<file path="src/hdl/lbc_pkg.sv">
// Shared types, constants and helpers for the byte-budget LRU cache.
`default_nettype none
package lbc_pkg;

  localparam int CAPACITY    = 16;
  localparam int IDX_W       = $clog2(CAPACITY);
  localparam int CNT_W       = $clog2(CAPACITY + 1);
  localparam int HANDLE_BITS = 16;
  localparam logic [15:0] HANDLE_MASK = 16'((17'd1 << HANDLE_BITS) - 17'd1);

  typedef enum logic [1:0] {
    CMD_FIND  = 2'd0,
    CMD_STORE = 2'd1,
    CMD_CLEAR = 2'd2,
    CMD_RSVD  = 2'd3
  } cmd_e;

  typedef enum logic [2:0] {
    OUT_HIT      = 3'd0,
    OUT_MISS     = 3'd1,
    OUT_STORED   = 3'd2,
    OUT_REJECTED = 3'd3,
    OUT_EVICTED  = 3'd4,
    OUT_CLEARED  = 3'd5
  } outcome_e;

  typedef enum logic [2:0] {
    CELL_NOP,
    CELL_FILL,
    CELL_TOUCH,
    CELL_DROP,
    CELL_CLEAR
  } cell_op_e;

  typedef enum logic [1:0] {
    S_IDLE,
    S_LOOK,
    S_SETTLE,
    S_EVCHK
  } state_e;

  // Command broadcast from the controller to every cell
  typedef struct packed {
    cell_op_e          op;
    logic [IDX_W-1:0]  idx;
    logic [63:0]       key;
    logic [15:0]       handle;
    logic [31:0]       size;
    logic [63:0]       stamp;
    logic              skip_en;
    logic [IDX_W-1:0]  skip_idx;
  } cell_cmd_t;

  // Oldest-entry candidate handed down the chain
  typedef struct packed {
    logic              found;
    logic [IDX_W-1:0]  idx;
    logic [63:0]       stamp;
    logic [63:0]       key;
    logic [15:0]       handle;
    logic [31:0]       size;
  } best_t;

  // Slot contents seen by the controller
  typedef struct packed {
    logic        valid;
    logic        match;
    logic [15:0] handle;
    logic [31:0] size;
  } slot_t;

  // Subtract with floor at zero
  function automatic logic [31:0] drop_bytes(input logic [31:0] held, input logic [31:0] sz);
    drop_bytes = (sz <= held) ? held - sz : 32'd0;
  endfunction

endpackage
`default_nettype wire

</file>
<file path="src/hdl/lbc_cell.sv">
// One cache slot plus its stage of the oldest-entry search chain.
`default_nettype none
module lbc_cell import lbc_pkg::*; (
  input  wire logic             clk,
  input  wire logic             rst,
  input  wire logic [IDX_W-1:0] my_idx,
  input  wire cell_cmd_t        cmd,
  input  wire best_t            prev,
  output best_t                 best,
  output slot_t                 slot
);

  logic        valid;
  logic [63:0] key;
  logic [15:0] handle;
  logic [31:0] size;
  logic [63:0] stamp;
  logic        sel;
  logic        cand;
  best_t       best_next;

  assign sel = (cmd.idx == my_idx);

  // Slot storage
  always_ff @(posedge clk) begin
    if (rst || cmd.op == CELL_CLEAR) begin
      valid <= 1'b0;
    end else if (sel) begin
      case (cmd.op)
        CELL_FILL: begin
          valid  <= 1'b1;
          key    <= cmd.key;
          handle <= cmd.handle;
          size   <= cmd.size;
          stamp  <= cmd.stamp;
        end
        CELL_TOUCH: stamp <= cmd.stamp;
        CELL_DROP:  valid <= 1'b0;
        default: ;
      endcase
    end
  end

  // Chain stage: keep upstream candidate unless this slot is strictly older
  assign cand = valid && !(cmd.skip_en && cmd.skip_idx == my_idx);

  always_comb begin
    best_next = prev;
    if (cand && (!prev.found || stamp < prev.stamp)) begin
      best_next.found  = 1'b1;
      best_next.idx    = my_idx;
      best_next.stamp  = stamp;
      best_next.key    = key;
      best_next.handle = handle;
      best_next.size   = size;
    end
  end

  always_ff @(posedge clk) begin
    if (rst) begin
      best.found <= 1'b0;
    end else begin
      best.found <= best_next.found;
    end
    best.idx    <= best_next.idx;
    best.stamp  <= best_next.stamp;
    best.key    <= best_next.key;
    best.handle <= best_next.handle;
    best.size   <= best_next.size;
  end

  assign slot.valid  = valid;
  assign slot.match  = valid && (key == cmd.key);
  assign slot.handle = handle;
  assign slot.size   = size;

endmodule
`default_nettype wire

</file>
<file path="config.mk">
export PLATFORM = sky130hd
export DESIGN_NAME = lbc_cell
export DESIGN_NICKNAME = d
export VERILOG_FILES = /design/src/hdl/lbc_pkg.sv /design/src/hdl/lbc_cell.sv
export SDC_FILE = /design/constraint.sdc
export NUM_CORES = 1
export LEC_CHECK = 0
export ABC_AREA = 1
export BUFFER_PORTS_ARGS = -buffer_cell sky130_fd_sc_hd__buf_2
export CAP_MARGIN = 0
export CELL_PAD_IN_SITES_DETAIL_PLACEMENT = 0
export CELL_PAD_IN_SITES_GLOBAL_PLACEMENT = 1
export CORE_AREA = 2 2 234 236
export CTS_BUF_LIST = sky130_fd_sc_hd__clkbuf_4
export CTS_CLUSTER_DIAMETER = 100
export DETAILED_ROUTE_END_ITERATION = 6
export DIE_AREA = 0 0 236 238
export GPL_ROUTABILITY_DRIVEN = 0
export PLACE_DENSITY_LB_ADDON = 0.3
export SYNTH_ARGS = -nofsm -noshare
export SYNTH_HDL_FRONTEND = slang
export SYNTH_SLANG_ARGS = --single-unit
</file>
<file path="constraint.sdc">
create_clock -name clk -period 7.4 [get_ports clk]
set_input_delay 1.11 -clock clk [delete_from_list [all_inputs] [get_ports clk]]
set_output_delay 1.11 -clock clk [all_outputs]
set_load 0.1 [all_outputs]
</file>
==> flow_summary.json <==
{
  "status": "finished clean",
  "worstSetupStartpointType": "primary input",
  "ys_seq_area_share_pct": 62.9,
  "fill_cells": 5654,
  "drt_pre_antenna_iters": 5,
  "cp_max_fo": 2,
  "setup_violations": 0,
  "fmax_mhz": 245,
  "ant_nets": 0,
  "p_switching_mw": 1.55,
  "synth_seq_cells": 358,
  "grt_start_max_net_pins": 124,
  "criticalPathCategory": "primary input to primary output",
  "drc": 0,
  "cp_slowest_cell": "nor4_1",
  "fin_worst_skew_ns": 0.0974,
  "cts_tree": "yes",
  "slew_headroom_pct": 31.9,
  "fin_tns_setup_ns": 0,
  "maxCapViolCount": 0,
  "maxSlewViolCount": 0,
  "whs_ns": 0.441,
  "crit_path_frequent_cell": "nand2_1",
  "synth.distinct_cells": 37,
  "critPathTopFamily": "simple AND/OR/NAND/NOR gates",
  "cp.arrival_ns": 2.97,
  "routed-via-count": 12600,
  "synth_top_area_share_pct": 37.2,
  "die_h_um": 238,
  "yosysWarnings": 0,
  "drt_iter0_markers": 679,
  "peakVddDrop_mv": 0.107,
  "seqPwrFrac_pct": 44.7,
  "syn_inst": 1409,
  "grtUsageTotal_pct": 19.1,
  "grt_pass1_wl_um": 79000,
  "clkLatencyLatePin_ns": 0.85,
  "coreArea_um2": 53500,
  "dpl.hpwl_um": 41800,
  "synth_area_um2": 14200,
  "post-place-ws_ns": 2.68,
  "nNetsFinal": 2508,
  "power.share.combinational_pct": 16.4,
  "syn_nets": 1847,
  "area_delta_synth_final_pct": 35.5,
  "wl_um": 55900,
  "row_count": 85,
  "clockRootBuffer": "clkbuf_4",
  "cts_max_level": 3,
  "yosys.area.top_type": "edfxtp_1",
  "ios": 606,
  "vias_per_cell": 4.38,
  "setup_ws_ns": 3.32,
  "period_minus_slack_ns": 4.08,
  "synth_area_leaders": "edfxtp_1, dfxtp_1, nand2_1",
  "post-cts-setup-buffers": 0,
  "clk_path_buf_depth": 3,
  "fin_crit_sh_pct": 55.1,
  "crit_path_cell_trace": "buf_2, inv_1, nand2_1, o21ai_0, nor4_1, nand2_1, nor3_1, nand2_1, nor2_1, buf_2",
  "port_buffers": 605,
  "cp-end-kind": "primary output",
  "clkPwrFrac_pct": 38.9,
  "clock_sinks": 358,
  "hp-class": "primary input to register",
  "die-area_um2": 56200,
  "intPower_mw": 3.30,
  "worst-path-buf-inv": 3,
  "power_leakage_nw": 9.49,
  "post_drt_wl_per_cell_um": 19.5,
  "ctsResizeCount": 0,
  "postSynthAreaPerCell_um2": 10.1,
  "grt_pass1_vias": 12700,
  "drive_gt1_share_pct": 36.9,
  "crit_required_ns": 6.29,
  "power.density_nw_per_um2": 252,
  "tightestPinTransition_ns": 1.02,
  "cts_buffers": 104,
  "grt_overflow": 0,
  "rsz0062_at_grt": "no",
  "start_util_pct": 26.6,
  "p_sw_share_pct": 32.1,
  "path_clk_slew_ns": 0.06,
  "antenna_found_initial": 34,
  "hold_viol_final": 0,
  "die_w_um": 236,
  "slowest_delay_ns": 0.59,
  "ctsHoldBuffers": 0
}
[cell usage in the layout, fill, tap and decap left out, drive strengths merged]
| master | netlist | layout |
|---|---|---|
| nor4 | 10 | 10 |
| a22o | 8 | 8 |
| a211oi | 1 | 1 |
| o22ai | 13 | 13 |
| or2 | 7 | 7 |
| nor3 | 10 | 10 |
| o21bai | 1 | 1 |
| ha | 63 | 63 |
| inv | 123 | 123 |
| a21oi | 33 | 33 |
| nand2 | 444 | 444 |
| o21ai | 27 | 27 |
| dfxtp | 182 | 182 |
| o211ai | 3 | 3 |
| buf | 48 | 614 |
| nand3 | 186 | 186 |
| nor3b | 1 | 1 |
| clkinvlp | 0 | 3 |
| xor2 | 14 | 14 |
| clkbuf | 11 | 160 |
| o21a | 1 | 1 |
| xnor2 | 8 | 8 |
| edfxtp | 176 | 176 |
| nor2 | 23 | 23 |
| a22oi | 1 | 1 |
| nand4 | 8 | 8 |
| diode | 0 | 14 |
| a221oi | 5 | 5 |
| a221o | 2 | 2 |
| clkinv | 0 | 30 |
[layer usage]
layer  part of all wire [%]  GRT usage (%)  vias up
li1                       -              -     6125
met1                     40           22.1     5800
met2                     49           32.1      475
met3                    8.8           7.39      119
met4                    2.3           7.12       36
met5                   0.35              0        -
[stage by stage]
stage	instances	power, mW	instance area, µm²	utilization (%)
after floorplan	1409	2.78	14200	-
after global placement	2660	3.01	17900	33.4
after detailed placement	2660	3.01	17900	33.4
after CTS	2853	4.93	19200	35.9
after global routing	2860	5.07	19200	35.9
final	2867	4.85	19200	36.0
[synthesized netlist by cell type]
| cell type | number |
|---|---|
| o21ai_0 | 26 |
| nor2_1 | 23 |
| nor4_1 | 10 |
| a22o_1 | 8 |
| nand2_4 | 1 |
| clkbuf_1 | 11 |
| xnor2_1 | 8 |
| o21ai_1 | 1 |
| nor3_2 | 1 |
| nand2_2 | 1 |
| o21a_1 | 1 |
| inv_2 | 1 |
| nand2_1 | 442 |
| buf_1 | 6 |
| a221o_1 | 2 |
| buf_2 | 29 |
| or2_1 | 1 |
| nor3_1 | 9 |
| o211ai_1 | 3 |
| edfxtp_1 | 176 |
| a21oi_1 | 32 |
| o22ai_1 | 13 |
| a21oi_2 | 1 |
| buf_6 | 11 |
| buf_4 | 2 |
| nand4_1 | 8 |
| a22oi_1 | 1 |
| or2_2 | 6 |
| dfxtp_1 | 182 |
| nand3_1 | 186 |
| nor3b_1 | 1 |
| a211oi_1 | 1 |
| ha_1 | 63 |
| inv_1 | 122 |
| o21bai_1 | 1 |
| a221oi_1 | 5 |
| xor2_1 | 14 |
[power groups by stage]
stage	Clock (mW)	Combinational (mW)	Sequential, mW
6_report	1.88	0.797	2.17
5_1_grt	2.06	0.841	2.17
4_1_cts	1.96	0.804	2.17
3_5_place_dp	0	0.802	2.21
3_3_place_gp	0	0.798	2.21
2_1_floorplan	0	0.128	2.65
[cell families after synthesis]
| group | after synthesis | share of synthesized area (%) |
|---|---|---|
| xor gates and xnor gates | 22 | 1.36 |
| AOI/OAI and AO/OA | 95 | 4.03 |
| buffers and inverters | 182 | 5.70 |
| and+or+nand+nor | 689 | 20.5 |
| DFF | 358 | 62.9 |
| adders and majority gates | 63 | 5.55 |
[worst paths after layout]
check / startpoint / endpoint / slack [ns] / depth (start not counted)
worst max-delay path: cmd[180] / slot[48] / 3.32 / 10
worst min-delay path: cmd[114] / handle[13] / 0.44 / 1
worst max register to register: stamp[31] / best[40] / 3.59 / 14
worst min register to register: stamp[48] / best[160] / 0.45 / 2
[area by class of cell]
class / instances / area (µm²) / share of cell area, %
Inverter: 123 / 462 / 2.40
Clock buffer: 160 / 1200 / 6.24
Sequential cell: 358 / 8930 / 46.4
Tap cell: 696 / 871 / 4.52
Timing Repair Buffer: 614 / 3100 / 16.1
Antenna cell: 14 / 35.0 / 0.182
Multi-Input combinational cell: 869 / 4510 / 23.4
Clock inverter: 33 / 145 / 0.754
[sequential cells by signal, summed over array words and instances, names as in the netlist]
| name | flops |
|---|---|
| key | 64 |
| handle | 16 |
| stamp | 64 |
| best | 181 |
| valid | 1 |
| size | 32 |
[worst reg2reg max path, stage by stage, from the launching register on]
cell and delay, ns:
edfxtp_1 0.41, ha_1 0.31, nand2_1 0.08, nor2_1 0.20, nand2_1 0.13, nor2_1 0.11
nand2_1 0.08, nand2_1 0.15, nand2_1 0.07, nand2_1 0.15, nand2_8 0.42, nand2_8 0.95
buf_4 0.48, nand2_1 0.13, nand2_1 0.07
No activity file was read; power rests on OpenSTA's default activity.
